==> src/rtl/core/tets_pkg.sv <==
`timescale 1ns / 1ps

package tets_pkg;

	// Number of finger slots and the width of a slot index.
	localparam int FINGER_SLOTS = 10;
	localparam int SLOT_W = (FINGER_SLOTS > 1) ? $clog2(FINGER_SLOTS) : 1;

	// Key records with an id up to this value name a key and produce a key report.
	localparam int KEY_COUNT = 4;

	// Reset value of the press strength register.
	localparam logic [7:0] PRESS_STRENGTH_RST = 8'd10;

	typedef enum logic [1:0] {
		SLOT_FREE     = 2'd0,
		SLOT_PRESSED  = 2'd1,
		SLOT_RELEASED = 2'd2
	} slot_state_t;

	typedef enum logic [1:0] {
		KIND_FINGER = 2'd0,
		KIND_KEY    = 2'd1,
		KIND_SYNC   = 2'd2
	} report_kind_t;

	typedef enum logic [1:0] {
		REC_NONE   = 2'd0,
		REC_SCREEN = 2'd1,
		REC_KEY    = 2'd2,
		REC_OTHER  = 2'd3
	} rec_type_t;

	typedef enum logic [1:0] {
		SEQ_IDLE = 2'd0,
		SEQ_SCAN = 2'd1,
		SEQ_KEY  = 2'd2,
		SEQ_SYNC = 2'd3
	} seq_state_t;

	// One stored finger slot.
	typedef struct packed {
		logic [11:0] x;
		logic [11:0] y;
		logic [7:0]  width;
		logic [7:0]  strength;
		slot_state_t status;
	} slot_entry_t;

	// Write request into the slot bank: a full record or the status alone.
	typedef struct packed {
		logic              en;
		logic              full;
		logic [SLOT_W-1:0] idx;
		slot_entry_t       entry;
	} slot_wr_t;

	// One decoded input item.
	typedef struct packed {
		logic       release_all;
		logic [7:0] status_byte;
		logic [7:0] position_high;
		logic [7:0] x_low;
		logic [7:0] y_low;
		logic [7:0] contact_width;
		logic       frame_last;
	} event_item_t;

	// One result item.
	typedef struct packed {
		report_kind_t kind;
		logic [3:0]   slot_index;
		logic [11:0]  x_coord;
		logic [11:0]  y_coord;
		logic [7:0]   touch_major;
		logic [7:0]   width_major;
		logic         touch_button;
		logic [1:0]   key_code;
		logic         key_pressed;
		logic         last;
	} report_t;

endpackage

==> src/rtl/core/touch_event_slot_tracker.sv <==
`timescale 1ns / 1ps

// Touch event slot tracker. Each input item is one touch record or a release-all command;
// the block keeps ten finger slots and emits finger, key and sync reports on the output
// stream, with tlast on the final report of each item. A screen record or a record of
// another type that does not end its frame, a record skipped inside an aborted frame and a
// record with a bad report id leave the block idle and ready for the next record. A screen
// record that ends its frame walks all slots through the single slot read port, one slot
// per cycle while no report waits on a stalled output, and then emits the sync. A
// release-all walks the slots without a sync. A key record emits a key report and then the
// sync, or the sync alone when its id names no key, whether or not it ends the frame. A
// record of another type that ends its frame emits the sync alone. The input is not ready
// while an item is being worked on. The press strength register may be written at any
// time the block is idle and is always ready.
module touch_event_slot_tracker
	import tets_pkg::*;
(
	input  logic        clk,
	input  logic        arst_n,
	// Configuration write: press_strength.
	input  logic        cfg_valid,
	output logic        cfg_ready,
	input  logic [7:0]  cfg_data,
	// Input stream.
	input  logic        s_tvalid,
	output logic        s_tready,
	// status_byte[7:0], position_high[15:8], x_low[23:16], y_low[31:24],
	// contact_width[39:32]
	input  logic [39:0] s_tdata,
	// operation[0]
	input  logic        s_tuser,
	// frame_last
	input  logic        s_tlast,
	// Output stream.
	output logic        m_tvalid,
	input  logic        m_tready,
	// slot_index[3:0], x_coord[15:4], y_coord[27:16], touch_major[35:28],
	// width_major[43:36], touch_button[44], key_code[46:45], key_pressed[47]
	output logic [47:0] m_tdata,
	// report_kind[1:0]
	output logic [1:0]  m_tuser,
	// last
	output logic        m_tlast
);

	logic [7:0]              press_strength_q;
	event_item_t             item;
	slot_wr_t                wr;
	logic [SLOT_W-1:0]       rd_addr;
	slot_entry_t             rd_entry;
	logic [FINGER_SLOTS-1:0] active;
	report_t                 rep;

	// Press strength register.
	assign cfg_ready = 1'b1;
	always_ff @(posedge clk or negedge arst_n) begin
		if (!arst_n) begin
			press_strength_q <= PRESS_STRENGTH_RST;
		end else if (cfg_valid) begin
			press_strength_q <= cfg_data;
		end
	end

	// Unpack the input item.
	always_comb begin
		item.release_all   = s_tuser;
		item.status_byte   = s_tdata[7:0];
		item.position_high = s_tdata[15:8];
		item.x_low         = s_tdata[23:16];
		item.y_low         = s_tdata[31:24];
		item.contact_width = s_tdata[39:32];
		item.frame_last    = s_tlast;
	end

	tets_slot_bank u_bank (
		.clk      (clk),
		.arst_n   (arst_n),
		.wr       (wr),
		.rd_addr  (rd_addr),
		.rd_entry (rd_entry),
		.active   (active)
	);

	tets_seq u_seq (
		.clk            (clk),
		.arst_n         (arst_n),
		.in_valid       (s_tvalid),
		.in_ready       (s_tready),
		.in_item        (item),
		.press_strength (press_strength_q),
		.wr             (wr),
		.rd_addr        (rd_addr),
		.rd_entry       (rd_entry),
		.active         (active),
		.out_valid      (m_tvalid),
		.out_ready      (m_tready),
		.out_report     (rep)
	);

	// Pack the result item.
	assign m_tdata = {rep.key_pressed, rep.key_code, rep.touch_button, rep.width_major,
		rep.touch_major, rep.y_coord, rep.x_coord, rep.slot_index};
	assign m_tuser = rep.kind;
	assign m_tlast = rep.last;

endmodule

==> src/rtl/core/tets_slot_bank.sv <==
`timescale 1ns / 1ps

module tets_slot_bank
	import tets_pkg::*;
(
	input  logic                    clk,
	input  logic                    arst_n,
	input  slot_wr_t                wr,
	input  logic [SLOT_W-1:0]       rd_addr,
	output slot_entry_t             rd_entry,
	output logic [FINGER_SLOTS-1:0] active
);

	slot_state_t status_q [FINGER_SLOTS];
	logic [11:0] x_q [FINGER_SLOTS];
	logic [11:0] y_q [FINGER_SLOTS];
	logic [7:0]  width_q [FINGER_SLOTS];
	logic [7:0]  strength_q [FINGER_SLOTS];

	// Slot states start free; the other fields are only read once written.
	always_ff @(posedge clk or negedge arst_n) begin
		if (!arst_n) begin
			for (int i = 0; i < FINGER_SLOTS; i++) begin
				status_q[i] <= SLOT_FREE;
			end
		end else if (wr.en) begin
			status_q[wr.idx] <= wr.entry.status;
		end
	end

	// Record payload of a slot.
	always_ff @(posedge clk) begin
		if (wr.en && wr.full) begin
			x_q[wr.idx]        <= wr.entry.x;
			y_q[wr.idx]        <= wr.entry.y;
			width_q[wr.idx]    <= wr.entry.width;
			strength_q[wr.idx] <= wr.entry.strength;
		end
	end

	// Single read port for the scanning sequencer.
	always_comb begin
		rd_entry.x        = x_q[rd_addr];
		rd_entry.y        = y_q[rd_addr];
		rd_entry.width    = width_q[rd_addr];
		rd_entry.strength = strength_q[rd_addr];
		rd_entry.status   = status_q[rd_addr];
	end

	// Per-slot occupancy flags, used to find the final report of a release.
	always_comb begin
		for (int i = 0; i < FINGER_SLOTS; i++) begin
			active[i] = (status_q[i] != SLOT_FREE);
		end
	end

endmodule

==> src/rtl/core/tets_seq.sv <==
`timescale 1ns / 1ps

module tets_seq
	import tets_pkg::*;
(
	input  logic                    clk,
	input  logic                    arst_n,
	input  logic                    in_valid,
	output logic                    in_ready,
	input  event_item_t             in_item,
	input  logic [7:0]              press_strength,
	output slot_wr_t                wr,
	output logic [SLOT_W-1:0]       rd_addr,
	input  slot_entry_t             rd_entry,
	input  logic [FINGER_SLOTS-1:0] active,
	output logic                    out_valid,
	input  logic                    out_ready,
	output report_t                 out_report
);

	localparam logic [SLOT_W-1:0] LAST_SLOT = SLOT_W'(FINGER_SLOTS - 1);
	localparam logic [3:0] ID_MAX = 4'(FINGER_SLOTS);
	localparam logic [3:0] KEY_ID_MAX = 4'(KEY_COUNT);

	seq_state_t state_q, state_d;
	logic [SLOT_W-1:0] idx_q, idx_d;
	logic skip_q, skip_d;
	logic release_q, release_d;
	logic button_q, button_d;
	logic [1:0] key_code_q, key_code_d;
	logic key_pressed_q, key_pressed_d;
	logic out_valid_q;
	report_t out_q, rep;
	logic load;
	logic out_free;
	logic [FINGER_SLOTS-1:0] above;

	// Fields of the incoming record.
	logic       rec_press;
	rec_type_t  rec_type;
	logic [3:0] rec_id;
	logic [3:0] rec_id_m1;

	assign rec_press = in_item.status_byte[7];
	assign rec_type  = rec_type_t'(in_item.status_byte[6:5]);
	assign rec_id    = in_item.status_byte[3:0];
	assign rec_id_m1 = rec_id - 4'd1;

	assign out_free = !out_valid_q || out_ready;
	assign rd_addr  = idx_q;
	assign in_ready = (state_q == SEQ_IDLE);

	// Slots after the one under the scan pointer.
	always_comb begin
		for (int i = 0; i < FINGER_SLOTS; i++) begin
			above[i] = (SLOT_W'(i) > idx_q);
		end
	end

	// Sequencer: decode an item, then walk the slots or emit the key and sync reports it calls for.
	always_comb begin
		state_d       = state_q;
		idx_d         = idx_q;
		skip_d        = skip_q;
		release_d     = release_q;
		button_d      = button_q;
		key_code_d    = key_code_q;
		key_pressed_d = key_pressed_q;
		wr            = '0;
		load          = 1'b0;
		rep           = '0;
		case (state_q)
			SEQ_IDLE: begin
				if (in_valid) begin
					if (in_item.release_all) begin
						state_d   = SEQ_SCAN;
						idx_d     = '0;
						release_d = 1'b1;
						button_d  = 1'b0;
					end else if (skip_q) begin
						if (in_item.frame_last) begin
							skip_d = 1'b0;
						end
					end else if (rec_id == 4'd0 || rec_id > ID_MAX) begin
						skip_d = !in_item.frame_last;
					end else begin
						case (rec_type)
							REC_SCREEN: begin
								wr.en       = 1'b1;
								wr.full     = 1'b1;
								wr.idx      = rec_id_m1[SLOT_W-1:0];
								wr.entry.x  = {in_item.position_high[3:0], in_item.x_low};
								wr.entry.y  = {in_item.position_high[7:4], in_item.y_low};
								wr.entry.width = in_item.contact_width;
								if (rec_press) begin
									wr.entry.strength = press_strength;
									wr.entry.status   = (press_strength != 8'd0) ?
										SLOT_PRESSED : SLOT_RELEASED;
								end else begin
									wr.entry.strength = 8'd0;
									wr.entry.status   = SLOT_RELEASED;
								end
								if (in_item.frame_last) begin
									state_d   = SEQ_SCAN;
									idx_d     = '0;
									release_d = 1'b0;
									button_d  = rec_press;
								end
							end
							REC_KEY: begin
								key_code_d    = rec_id_m1[1:0];
								key_pressed_d = rec_press;
								state_d       = (rec_id <= KEY_ID_MAX) ? SEQ_KEY : SEQ_SYNC;
								skip_d        = !in_item.frame_last;
							end
							default: begin
								if (in_item.frame_last) begin
									state_d = SEQ_SYNC;
								end
							end
						endcase
					end
				end
			end
			SEQ_SCAN: begin
				if (rd_entry.status == SLOT_FREE || out_free) begin
					if (rd_entry.status != SLOT_FREE) begin
						load             = 1'b1;
						rep.kind         = KIND_FINGER;
						rep.slot_index   = 4'(idx_q);
						rep.x_coord      = rd_entry.x;
						rep.y_coord      = rd_entry.y;
						rep.touch_major  = release_q ? 8'd0 : rd_entry.strength;
						rep.width_major  = rd_entry.width;
						rep.touch_button = button_q;
						rep.last         = release_q && !(|(active & above));
						wr.en            = 1'b1;
						wr.full          = 1'b0;
						wr.idx           = idx_q;
						wr.entry.status  = (release_q || rd_entry.status == SLOT_RELEASED) ?
							SLOT_FREE : rd_entry.status;
					end
					if (idx_q == LAST_SLOT) begin
						state_d = release_q ? SEQ_IDLE : SEQ_SYNC;
					end else begin
						idx_d = idx_q + SLOT_W'(1);
					end
				end
			end
			SEQ_KEY: begin
				if (out_free) begin
					load            = 1'b1;
					rep.kind        = KIND_KEY;
					rep.key_code    = key_code_q;
					rep.key_pressed = key_pressed_q;
					state_d         = SEQ_SYNC;
				end
			end
			SEQ_SYNC: begin
				if (out_free) begin
					load     = 1'b1;
					rep.kind = KIND_SYNC;
					rep.last = 1'b1;
					state_d  = SEQ_IDLE;
				end
			end
			default: begin
				state_d = SEQ_IDLE;
			end
		endcase
	end

	// Control registers.
	always_ff @(posedge clk or negedge arst_n) begin
		if (!arst_n) begin
			state_q     <= SEQ_IDLE;
			idx_q       <= '0;
			skip_q      <= 1'b0;
			release_q   <= 1'b0;
			out_valid_q <= 1'b0;
		end else begin
			state_q   <= state_d;
			idx_q     <= idx_d;
			skip_q    <= skip_d;
			release_q <= release_d;
			if (load) begin
				out_valid_q <= 1'b1;
			end else if (out_ready) begin
				out_valid_q <= 1'b0;
			end
		end
	end

	// Item context and the output register.
	always_ff @(posedge clk) begin
		button_q      <= button_d;
		key_code_q    <= key_code_d;
		key_pressed_q <= key_pressed_d;
		if (load) begin
			out_q <= rep;
		end
	end

	assign out_valid  = out_valid_q;
	assign out_report = out_q;

	// A release-all item always starts a slot walk in release mode.
	a_release_scan: assert property (@(posedge clk) disable iff (!arst_n)
		(in_valid && in_ready && in_item.release_all) |=> (state_q == SEQ_SCAN && release_q))
		else $error("release-all did not start a release scan");

	// The scan pointer never leaves the slot range.
	a_idx_range: assert property (@(posedge clk) disable iff (!arst_n)
		(state_q == SEQ_SCAN) |-> (idx_q <= LAST_SLOT))
		else $error("scan index out of range");

	// Finger reports name an existing slot.
	a_finger_slot: assert property (@(posedge clk) disable iff (!arst_n)
		(out_valid_q && out_q.kind == KIND_FINGER) |-> (out_q.slot_index < ID_MAX))
		else $error("finger report with bad slot index");

	// A sync always closes the results of its item.
	a_sync_last: assert property (@(posedge clk) disable iff (!arst_n)
		(out_valid_q && out_q.kind == KIND_SYNC) |-> out_q.last)
		else $error("sync result without last");

endmodule
==> config.mk <==
export PLATFORM = sky130hd
export DESIGN_NAME = touch_event_slot_tracker
export DESIGN_NICKNAME = d
export VERILOG_FILES = /design/src/rtl/core/tets_pkg.sv /design/src/rtl/core/touch_event_slot_tracker.sv /design/src/rtl/core/tets_slot_bank.sv /design/src/rtl/core/tets_seq.sv
export SDC_FILE = /design/constraint.sdc
export NUM_CORES = 1
export LEC_CHECK = 0
export BUFFER_PORTS_ARGS = -buffer_cell sky130_fd_sc_hd__buf_2
export CAP_MARGIN = 20
export CORE_UTILIZATION = 40
export CTS_CLUSTER_SIZE = 12
export DETAILED_ROUTE_END_ITERATION = 10
export PLACE_DENSITY = 0.64
export SLEW_MARGIN = 20
export SYNTH_ARGS = -nofsm -noshare
export SYNTH_HDL_FRONTEND = slang
export SYNTH_HIERARCHICAL = 1
export SYNTH_SLANG_ARGS = --single-unit
==> constraint.sdc <==
create_clock -name clk -period 6.2 [get_ports clk]
set_input_delay 1.55 -clock clk [delete_from_list [all_inputs] [get_ports clk]]
set_output_delay 1.55 -clock clk [all_outputs]
set_load 0.05 [all_outputs]
### After elaboration in Yosys (flattened, before gate mapping)

Memories as Yosys holds them, arrays and structs flattened.
Index checks and enable logic that the tools add are counted.

* latch bits: 0
* memory bits (read-only): 0
* logic and storage cells: 193
* RAM bits: 400
* flip-flop bits (word level): 92
* input bits: 55
* output and inout port bits: 54
* memories: 4

Memories
* u_bank.x_q: depth 10, width 12, read ports 1, clocked after Yosys merged registers in 0, write ports 1, line tets_slot_bank.sv:15 `logic [11:0] x_q [FINGER_SLOTS];`
* u_bank.y_q: depth 10, width 12, read ports 1, clocked after Yosys merged registers in 0, write ports 1, line tets_slot_bank.sv:16 `logic [11:0] y_q [FINGER_SLOTS];`
* u_bank.strength_q: depth 10, width 8, read ports 1, clocked after Yosys merged registers in 0, write ports 1, line tets_slot_bank.sv:18 `logic [7:0] strength_q [FINGER_SLOTS];`
* u_bank.width_q: depth 10, width 8, read ports 1, clocked after Yosys merged registers in 0, write ports 1, line tets_slot_bank.sv:17 `logic [7:0] width_q [FINGER_SLOTS];`

* mux-type cells: 74
* add/sub/neg operators: 2
* multipliers: 0
* bitwise gates (word level): 9
* eq/ne operators: 21
* reduce and logical (&&, ||, !) cells: 39
* shift-type cells: 0
* $lt $le $gt $ge: 15
* divide/modulo/power cells: 0

Operators by type and width (number)
* $mux 48: 5
* $mux 47: 1
* $mux 45: 1
* $mux 40: 1
* $mux 2: 19
* $mux 4: 8
* $reduce_bool 2->1: 15
* $mux 1: 24
* $bwmux 20: 1
* $gt 3x4->1 const A: 4
* $mux 6: 2
* $pmux 6 s2: 1
* $reduce_and 6->1: 2
* $and 10x10->10: 1
* $ge 5x5->1 const B: 2
* $mux 10: 1
* $not 4->5: 2
* $reduce_or 10->1: 1
* $reduce_and 9->1: 1
* $bmux 2 s4: 1
* $demux 2 s4: 1
* $eq 2x2->1 const B: 4
* $gt 1x4->1 const A: 2
* $gt 2x4->1 const A: 2
* 32 further kinds: 58

### Logic depth before layout (Yosys ltp)

Gate-level depths: netlist of run 1.

* depth after elaboration: 15
* gate-level depth with buffers: 13

### By module

The synthesis of run 1 kept the hierarchy.

By module, submodules not included
* tets_slot_bank: instances 1, seq. area each 12512.0 µm², area each 16906.2 µm², cells each 909
* tets_seq: instances 1, seq. area each 1876.8 µm², area each 3278.1 µm², cells each 281
* touch_event_slot_tracker: instances 1, seq. area each 202.7 µm², area each 345.3 µm², cells each 19

### Least setup slack after synthesis of run 1

Ideal clock, no wire load.

* kind: input -> register
* from: in s_tdata[0]
* to: mem u_bank.strength_q[9][0] (enable)
* stages on the path: 9
* setup time: 0.487 ns
* data arrival time: 5.761 ns
* setup slack: -0.048 ns
* path buffers: 0
* cell sequence: inv_1 ha_1 nor2b_2 a2bb2oi_2 nor2_2 nand4_2 o21bai_1 nand2b_1 nor3_1

RTL lines
* from (decl): line touch_event_slot_tracker.sv:29 `input logic [39:0] s_tdata,`
* to (decl): line tets_slot_bank.sv:18

==> results of run 1 <==
-- state kept, by name, indices dropped and copies added (netlist names) --
signal	count
press_strength_q	8
u_bank/status_q	20
u_bank/strength_q	80
u_bank/width_q	80
u_bank/x_q	120
u_bank/y_q	120
u_seq/button_q	1
u_seq/key_code_q	2
u_seq/key_pressed_q	1
u_seq/out_report	51
u_seq/out_valid	1
u_seq/rd_addr	4
u_seq/release_q	1
u_seq/skip_q	1
u_seq/state_q	2
-- per-stage QoR --
step	hold WS [ns]	cell area, sq um	util (%)	total power, mW
2_1_floorplan	0.474	20500	-	5.95
3_3_place_gp	0.501	21800	43.2	6.39
3_5_place_dp	0.508	21800	43.2	6.41
4_1_cts	0.520	23400	46.4	9.34
5_1_grt	0.532	23400	46.4	9.59
6_report	0.521	23400	46.4	9.22
-- worst max-delay path by stage --
stage                     start                       to  slack (ns)  cells past startpoint
2_1_floorplan        s_tdata[0]  u_bank/strength_q[5][0]      -0.005                      9
3_3_place_gp           m_tready         u_bank/x_q[6][3]        1.15                     10
3_5_place_dp           m_tready         u_bank/x_q[6][3]        1.12                     10
4_1_cts        u_seq/rd_addr[2]  u_bank/strength_q[3][5]        1.23                     11
5_1_grt        u_seq/rd_addr[2]  u_bank/strength_q[3][5]        0.88                     11
6_report       u_seq/rd_addr[2]  u_bank/strength_q[3][5]        1.28                     11
-- layout make-up --
type / count / area (sq um) / area share [%]
Multi-Input combinational cell: 641 / 5540 / 23.7
Sequential cell: 492 / 14600 / 62.5
Clock buffer: 69 / 1390 / 5.93
Clock inverter: 17 / 190 / 0.814
Timing Repair Buffer: 127 / 751 / 3.21
Tap cell: 672 / 841 / 3.60
Inverter: 12 / 45.0 / 0.193
-- power breakdown --
group | switching, mW | internal, mW | total, mW | leakage, nW
registers | 0.156 | 3.85 | 4.00 | 5.38
logic | 1.53 | 0.775 | 2.30 | 2.80
clock network | 1.19 | 1.72 | 2.91 | 0.765
total | 2.88 | 6.34 | 9.22 | 8.95
-- per-layer routing --
metal	global-route usage [%]	routed length, um
met1	22.3	19500
met4	4.68	745
met3	2.37	1510
met5	0	0
met2	27.8	21200
-- layout by cell type, fill, tap and decap left out, drive strengths merged, types with 3 or more instances in the layout --
| cell | count |
|---|---|
| edfxtp | 455 |
| mux2 | 152 |
| buf | 127 |
| and2 | 88 |
| mux2i | 81 |
| clkbuf | 69 |
| nand2 | 59 |
| o31ai | 43 |
| o22ai | 42 |
| a22o | 41 |
| dfrtp | 35 |
| nor2 | 19 |
| inv | 13 |
| clkinv | 12 |
| o21ai | 11 |
| nor3 | 11 |
| or2 | 10 |
| ha | 9 |
| a21oi | 8 |
| nor2b | 7 |
| o21bai | 5 |
| nand2b | 5 |
| bufinv | 4 |
| a211oi | 4 |
| nand3 | 4 |
| or3 | 4 |
| nand3b | 4 |
| nor3b | 3 |
| nand4 | 3 |
==> impl_metrics.py, run 1 <==
metrics = {
    "setup_path": {
        "crit_buf_inv": 1,
        "critical_path.max_fanout": 35,
        "crit_path_max_incr_delay_ns": 0.77,
        "rrSetupSlack_ns": 1.28,
        "path_class": "flip-flop to flip-flop",
        "cp_slowest_cell": "dfrtp_1",
        "r2r_start": "u_seq/rd_addr[2]",
        "cpLargestDelayFamily": "simple AND/OR/NAND/NOR gates",
        "rr_worst_depth": 11,
        "worstPathArrival_ns": 5.19,
        "critical_path_required_ns": 6.47,
        "crit_path_end_kind": "flip-flop",
        "path_cells": "nand2_2 > a211oi_1 > o31ai_1 > nor2_1 > nor2_4 > and2_1 > o21bai_1 > nor3b_1 > and3_1 > and2_2 > buf_12",
        "r2r-end": "u_bank/strength_q[3][5]",
        "cp-start-kind": "flip-flop",
    },
    "sta": {
        "slew_headroom_pct": 28.3,
        "slew_viol_final": 0,
        "finalHoldViolCount": 0,
        "setup_viol": 0,
        "tightest_slew_ns": 1.08,
        "period_needed_ns": 4.92,
        "fmax_mhz": 203,
        "setup_slack_ns": 1.28,
        "tns_ns": 0,
        "post-route-period-util_pct": 79.3,
        "rsz0062_at_grt": "no",
        "finalClockSkew_ns": 0.0173,
    },
    "grt": {
        "grt_usage_pct": 16.6,
        "overflow": 0,
        "first_global_vias": 11000,
        "antenna_found_initial": 0,
        "grt_max_degree": 73,
        "grt_pass1_wl_mm": 66.0,
    },
    "placed_design": {
        "pre_cts_slack_ns": 1.12,
        "io_buffers": 106,
        "place_hpwl_mm": 23.5,
        "finalWeightedCongestion": 0.785,
        "dp.cells": 1944,
    },
    "synth": {
        "yosysWarnings": 6,
        "avgSynthCellArea_sq_um": 17.0,
        "synth_area_sq_um": 20500,
        "syn-num-nets": 1272,
        "syn_inst": 1208,
    },
    "cts": {
        "clockBufferDepth": 3,
        "path_clk_slew_ns": 0.06,
        "clk_latency_ns": 0.59,
        "numCtsBuffers": 51,
        "cts_setup_buffers": 0,
        "cts_max_level": 2,
        "cts_resized": 0,
        "clockRootBuffer": "clkbuf_16",
        "cts_tree": "yes",
        "clkSinkCount": 492,
        "holdBufCountCts": 0,
    },
    "finish": {
        "fin_cells": 2030,
        "fin_nets": 1389,
        "diodes": 0,
        "area_delta_synth_final_pct": 13.8,
        "fill_cells": 4321,
        "drive_gt1_share_pct": 31.2,
    },
    "drt": {
        "drt_first_pass_iters": 5,
        "drcViolationCount": 0,
        "drt_wl_total_mm": 42.9,
        "vias": 10400,
        "post_drt_wl_per_cell_um": 21.1,
        "vias_per_cell": 5.12,
        "ant_nets": 0,
        "drt-initial-drc-count": 700,
    },
    "hold_path": {
        "holdCritStartpoint": "u_bank/status_q[19]",
        "hold_end": "u_bank/status_q[19]",
        "hold_class": "flip-flop to flip-flop",
        "hold_depth": 1,
    },
    "floorplan": {
        "initial_core_util_pct": 40.7,
        "die-area_sq_um": 52200,
        "rows": 82,
        "die_y_um": 229,
        "die-width_um": 229,
        "core_area_sq_um": 50400,
        "ioPinCount": 109,
    },
    "power_and_ir_drop": {
        "p_leak_nw": 8.95,
        "ir_drop_v": 0.000221,
        "pwr_density_cell_nw_per_um2": 395,
    },
    "outcome": {
        "status": "complete, no violations",
    },
    "job": {
        "cap_violations": 0,
    },
}
No activity file was read; power rests on OpenSTA's default activity.
==> run 2: changes to the inputs <==
--- a/config.mk
+++ b/config.mk
@@ -5,6 +5,7 @@
 export SDC_FILE = /design/constraint.sdc
 export NUM_CORES = 1
 export LEC_CHECK = 0
+export ABC_AREA = 1
 export BUFFER_PORTS_ARGS = -buffer_cell sky130_fd_sc_hd__buf_2
 export CAP_MARGIN = 20
 export CORE_UTILIZATION = 40
==> constraint.sdc (replaced) <==
create_clock -name clk -period 5.1 [get_ports clk]
set_input_delay 1.275 -clock clk [delete_from_list [all_inputs] [get_ports clk]]
set_output_delay 1.275 -clock clk [all_outputs]
set_load 0.05 [all_outputs]
==> run 2 against run 1 <==
Cell count rose by 46%. Clock power rose by 20%. Flip-flop and latch count did not move. Synthesized cell count is 77% higher. Worst hold slack got worse by 0.052 ns. Register-to-register slack worse by 0.33 ns. First-iteration DRC count grew 51%. Routed wire length up 17%. Critical path depth grew 3. Die area increased by 5.9%. Largest power group unchanged. Core utilization down 0.82 points. Total power rose by 24%. Critical endpoint is now u_bank/y_q[8][11].
==> impl_metrics.py, run 2 <==
metrics = {
    "sta": {
        "rsz0062_at_grt": "no",
        "setup_viol": 0,
        "tns_ns": 0,
        "tightest_slew_ns": 1.17,
        "period_needed_ns": 4.14,
        "slew_viol_final": 0,
        "finalClockSkew_ns": 0.0257,
        "finalHoldViolCount": 0,
        "setup_slack_ns": 0.956,
        "slew_headroom_pct": 21.3,
        "post-route-period-util_pct": 81.2,
        "fmax_mhz": 241,
    },
    "finish": {
        "diodes": 0,
        "final_cell_mix": "nand2_1, edfxtp_1, inv_1, nand3_1, nor2_1",
        "area_delta_synth_final_pct": 12.7,
        "top_regs": "u_bank/x_q x120, u_bank/y_q x120",
        "layout_commonest_cell": "nand2_1",
        "drive_gt1_share_pct": 11.0,
        "fin_cells": 2971,
        "fin_nets": 2305,
        "design_area_sq_um": 24500,
    },
    "grt": {
        "grt_usage_pct": 18.2,
        "overflow": 0,
        "antenna_found_initial": 1,
        "grt_max_degree": 104,
        "grt_pass1_wl_mm": 78.3,
        "first_global_vias": 14300,
    },
    "cts": {
        "clk_latency_ns": 0.61,
        "holdBufCountCts": 0,
        "clkSinkCount": 492,
        "clockRootBuffer": "clkbuf_16",
        "cts_resized": 0,
        "cts_setup_buffers": 0,
        "clockBufferDepth": 3,
        "cts_tree": "yes",
        "path_clk_slew_ns": 0.06,
        "numCtsBuffers": 51,
        "cts_max_level": 2,
    },
    "power_and_ir_drop": {
        "p_total_mw": 11.4,
        "ir_drop_v": 0.000263,
        "pwr_density_cell_nw_per_um2": 465,
        "p_leak_nw": 10.7,
    },
    "hold_path": {
        "hold_class": "flip-flop to flip-flop",
    },
    "drt": {
        "drt_wl_total_mm": 50.1,
        "ant_nets": 0,
        "post_drt_wl_per_cell_um": 16.9,
        "vias_per_cell": 4.84,
        "drcViolationCount": 0,
        "drt_first_pass_iters": 5,
        "vias": 14400,
        "drt-initial-drc-count": 1059,
    },
    "floorplan": {
        "ioPinCount": 109,
        "core_area_sq_um": 53800,
        "rows": 85,
        "die-width_um": 235,
        "die-area_sq_um": 55300,
        "initial_core_util_pct": 40.4,
        "die_y_um": 235,
    },
    "setup_path": {
        "cp-start-kind": "flip-flop",
        "path_class": "flip-flop to flip-flop",
        "critical_path.max_fanout": 28,
        "worstPathArrival_ns": 4.43,
        "crit_path_end_kind": "flip-flop",
        "critical_path_required_ns": 5.39,
    },
    "placed_design": {
        "io_buffers": 106,
        "pre_cts_slack_ns": 0.804,
        "placed_cell_area_sq_um": 23000,
        "dp.cells": 2884,
        "finalWeightedCongestion": 0.833,
        "place_hpwl_mm": 27.8,
    },
    "outcome": {
        "status": "complete, no violations",
    },
    "synth": {
        "syn_inst": 2142,
        "yosysWarnings": 6,
        "syn-num-nets": 2206,
        "avgSynthCellArea_sq_um": 10.2,
        "synth_area_sq_um": 21800,
    },
    "job": {
        "cap_violations": 0,
    },
}
==> run 2: layer usage <==
layer / global-route usage [%] / wire length [um] / vias to the layer above
li1: - / - / 7057
met1: 22.8 / 21700 / 6884
met2: 32.1 / 25100 / 379
met3: 2.98 / 2230 / 73
met4: 5.88 / 1110 / 0
met5: 0 / 0 / -
==> run 2: layout make-up <==
type	instances	area, sq um
Inverter	388	1460
Timing Repair Buffer	139	845
Clock inverter	18	144
Multi-Input combinational cell	1169	5200
Clock buffer	69	1380
Fill cell	4938	29300
Sequential cell	492	14600
Tap cell	696	871
==> run 2: worst paths after layout <==
path / startpoint / endpoint / slack, ns / depth (start not counted)
max in group asynchronous: arst_n / u_seq/rd_addr[1] / 3.65 / 1
min in group asynchronous: arst_n / press_strength_q[0] / 0.79 / 1
hold / removal: press_strength_q[1] / press_strength_q[1] / 0.47 / 2
hold reg to reg: press_strength_q[1] / press_strength_q[1] / 0.47 / 2
setup / recovery: u_seq/rd_addr[2] / u_bank/y_q[8][11] / 0.96 / 14
setup reg to reg: u_seq/rd_addr[2] / u_bank/y_q[8][11] / 0.96 / 14
==> run 2: power breakdown <==
part	internal [mW]	total (mW)	switching (mW)
Clock	1.99	3.48	1.49
Combinational	0.726	3.08	2.35
Sequential	4.69	4.83	0.145
==> run 2: through the flow <==
step	utilization (%)	hold WS (ns)
3_5_place_dp	42.7	0.463
3_3_place_gp	42.7	0.456
5_1_grt	45.5	0.501
2_1_floorplan	-	0.442
6_report	45.5	0.469
4_1_cts	45.5	0.472
==> run 2: worst max-delay path: stages (launching register included) <==
cell and delay, ns:
dfrtp_2 0.85, clkinv_1 0.16, buf_4 0.29, nand3_1 0.13
nand3_1 0.09, nand2_1 0.11, nor2_1 0.05, nor2_1 0.20
nand2_2 0.26, o22ai_1 0.37, inv_1 0.14, nor2_1 0.15
nand3_1 0.20, nor2_4 0.45, buf_4 0.33
==> run 3: changes to the inputs <==
--- a/config.mk
+++ b/config.mk
@@ -11,7 +11,7 @@
 export CORE_UTILIZATION = 40
 export CTS_CLUSTER_SIZE = 12
 export DETAILED_ROUTE_END_ITERATION = 10
-export PLACE_DENSITY = 0.64
+export PLACE_DENSITY = 0.66
 export SLEW_MARGIN = 20
 export SYNTH_ARGS = -nofsm -noshare
 export SYNTH_HDL_FRONTEND = slang
==> constraint.sdc (replaced) <==
create_clock -name clk -period 3.4 [get_ports clk]
set_input_delay 0.85 -clock clk [delete_from_list [all_inputs] [get_ports clk]]
set_output_delay 0.85 -clock clk [all_outputs]
set_load 0.05 [all_outputs]
==> run 3 against run 2 <==
Routed wire length shrank 1.0%. Clock-buffer cell count unchanged. Core utilization rose by 0.61 points. Clock skew decreased by 0.0078 ns. Via count grew 1.9%. Critical path depth is the same. Critical path type unchanged.
==> impl_metrics.py, run 3 (same netlist as run 2, synthesis figures left out) <==
metrics = {
    "finish": {
        "fin_nets": 2327,
        "area_delta_synth_final_pct": 14.2,
        "seq_area_sq_um": 14600,
        "final_util_pct": 46.1,
        "drive_gt1_share_pct": 12.2,
        "diodes": 0,
        "multi_input_area_sq_um": 5280,
        "fill_cells": 4891,
        "top_regs": "u_bank/x_q x120, u_bank/y_q x120",
        "design_area_sq_um": 24800,
        "layout_commonest_cell": "nand2_1",
        "final_cell_mix": "nand2_1, edfxtp_1, inv_1, nand3_1, nor2_1",
        "fin_cells": 2990,
    },
    "drt": {
        "drt-initial-drc-count": 1126,
        "drcViolationCount": 0,
        "vias": 14700,
        "drt_wl_total_mm": 49.6,
        "ant_nets": 0,
        "drt_first_pass_iters": 6,
        "vias_per_cell": 4.91,
        "post_drt_wl_per_cell_um": 16.6,
    },
    "sta": {
        "tightest_slew_ns": 1.04,
        "holdWs_ns": 0.364,
        "fmax_mhz": 326,
        "tns_ns": 0,
        "finalHoldViolCount": 0,
        "slew_viol_final": 0,
        "finalClockSkew_ns": 0.0180,
        "setup_slack_ns": 0.330,
        "period_needed_ns": 3.07,
        "rsz0062_at_grt": "no",
        "post-route-period-util_pct": 90.3,
        "setup_viol": 0,
        "slew_headroom_pct": 30.9,
    },
    "floorplan": {
        "die_y_um": 235,
        "die-area_sq_um": 55300,
        "core_area_sq_um": 53800,
        "die-width_um": 235,
        "initial_core_util_pct": 40.4,
        "rows": 85,
        "ioPinCount": 109,
    },
    "power_and_ir_drop": {
        "p_leak_nw": 10.9,
        "p_switching_mw": 5.95,
        "p_total_mw": 17.0,
        "power_frac_seq_pct": 42.3,
        "pwr_density_cell_nw_per_um2": 685,
        "power_frac_clock_pct": 29.8,
        "pwr-share-comb_pct": 27.9,
        "p_sw_share_pct": 35.0,
        "intPower_mw": 11.1,
        "ir_drop_v": 0.000362,
    },
    "job": {
        "cap_violations": 0,
    },
    "grt": {
        "grt_pass1_wl_mm": 78.4,
        "grt_max_degree": 91,
        "overflow": 0,
        "antenna_found_initial": 0,
        "first_global_vias": 14400,
        "grt_usage_pct": 18.1,
    },
    "cts": {
        "clockRootBuffer": "clkbuf_16",
        "cts_max_level": 2,
        "numCtsBuffers": 50,
        "cts_tree": "yes",
        "clk_latency_ns": 0.60,
        "cts_resized": 0,
        "clockBufferDepth": 3,
        "clkSinkCount": 492,
        "holdBufCountCts": 0,
        "path_clk_slew_ns": 0.06,
        "cts_setup_buffers": 0,
    },
    "outcome": {
        "status": "complete, no violations",
    },
    "setup_path": {
        "cp-start-kind": "flip-flop",
        "critical_path.max_fanout": 20,
        "path_cells": "buf_4 > clkinv_1 > nand3_1 > nand3_1 > nand2_1 > nor2_1 > nor2_1 > nand2_2 > o22ai_2 > inv_1 > nor2_1 > nand3_1 > nor2_4 > buf_12",
        "crit_path_end_kind": "flip-flop",
        "critical_path_required_ns": 3.69,
        "r2r_start": "u_seq/rd_addr[2]",
        "r2r-end": "u_bank/width_q[8][6]",
        "rrSetupSlack_ns": 0.33,
        "rr_worst_depth": 14,
        "path_class": "flip-flop to flip-flop",
        "crit_path_max_incr_delay_ns": 0.35,
        "cp_slowest_cell": "dfrtp_2",
        "worstPathArrival_ns": 3.36,
    },
    "placed_design": {
        "finalWeightedCongestion": 0.877,
        "place_hpwl_mm": 28.3,
        "dp.cells": 2907,
        "io_buffers": 106,
        "placed_cell_area_sq_um": 23300,
        "pre_cts_slack_ns": 0.0985,
    },
    "hold_path": {
        "hold_class": "input port to asynchronous set/reset pin",
    },
}
-- run 3: power groups by stage --
| stage | registers, mW | clock network, mW | logic, mW |
|---|---|---|---|
| global placement | 7.32 | 0 | 4.73 |
| CTS | 7.20 | 5.19 | 4.80 |
| floorplan | 8.31 | 0 | 2.73 |
| detailed placement | 7.32 | 0 | 4.78 |
| finish | 7.19 | 5.08 | 4.74 |
| global route | 7.23 | 5.42 | 5.24 |
-- run 3: final cells by class --
| type | count | share of cell area (%) |
|---|---|---|
| clock inverter | 14 | 0.534 |
| clock buffer | 69 | 5.49 |
| tap | 696 | 3.51 |
| sequential | 492 | 58.8 |
| inverter | 388 | 5.90 |
| timing repair buffer | 162 | 4.53 |
| multi-input combinational | 1169 | 21.3 |
-- run 3: worst max-delay path by stage --
| stage | start | endpoint | slack (ns) | cells past startpoint |
|---|---|---|---|---|
| after floorplan | u_seq/rd_addr[0] | u_bank/strength_q[9][0] | -0.20 | 17 |
| after global placement | s_tdata[0] | u_bank/x_q[9][6] | 0.13 | 13 |
| after detailed placement | s_tdata[0] | u_bank/x_q[0][11] | 0.1 | 13 |
| after CTS | u_seq/rd_addr[2] | u_bank/width_q[8][3] | 0.33 | 14 |
| after global routing | u_seq/rd_addr[2] | u_bank/y_q[9][7] | 0.07 | 14 |
| final | u_seq/rd_addr[2] | u_bank/width_q[8][6] | 0.33 | 14 |
-- run 3: metal layers --
metal	GRT usage [%]	part of all wire, %	vias to the layer above
met5	0	0	-
met4	5.72	2.5	0
met2	31.4	50	442
met1	23.2	42	7036
met3	2.88	5.8	81
li1	-	-	7107
-- run 3: worst max-delay path: cells and delay by family, from the launching register on --
kind                   cells  cell delay (ns)
and+or+nand+nor            9             1.31
buffers and inverters      4             0.82
DFF                        1             0.35
AOI/OAI and AO/OA          1             0.26
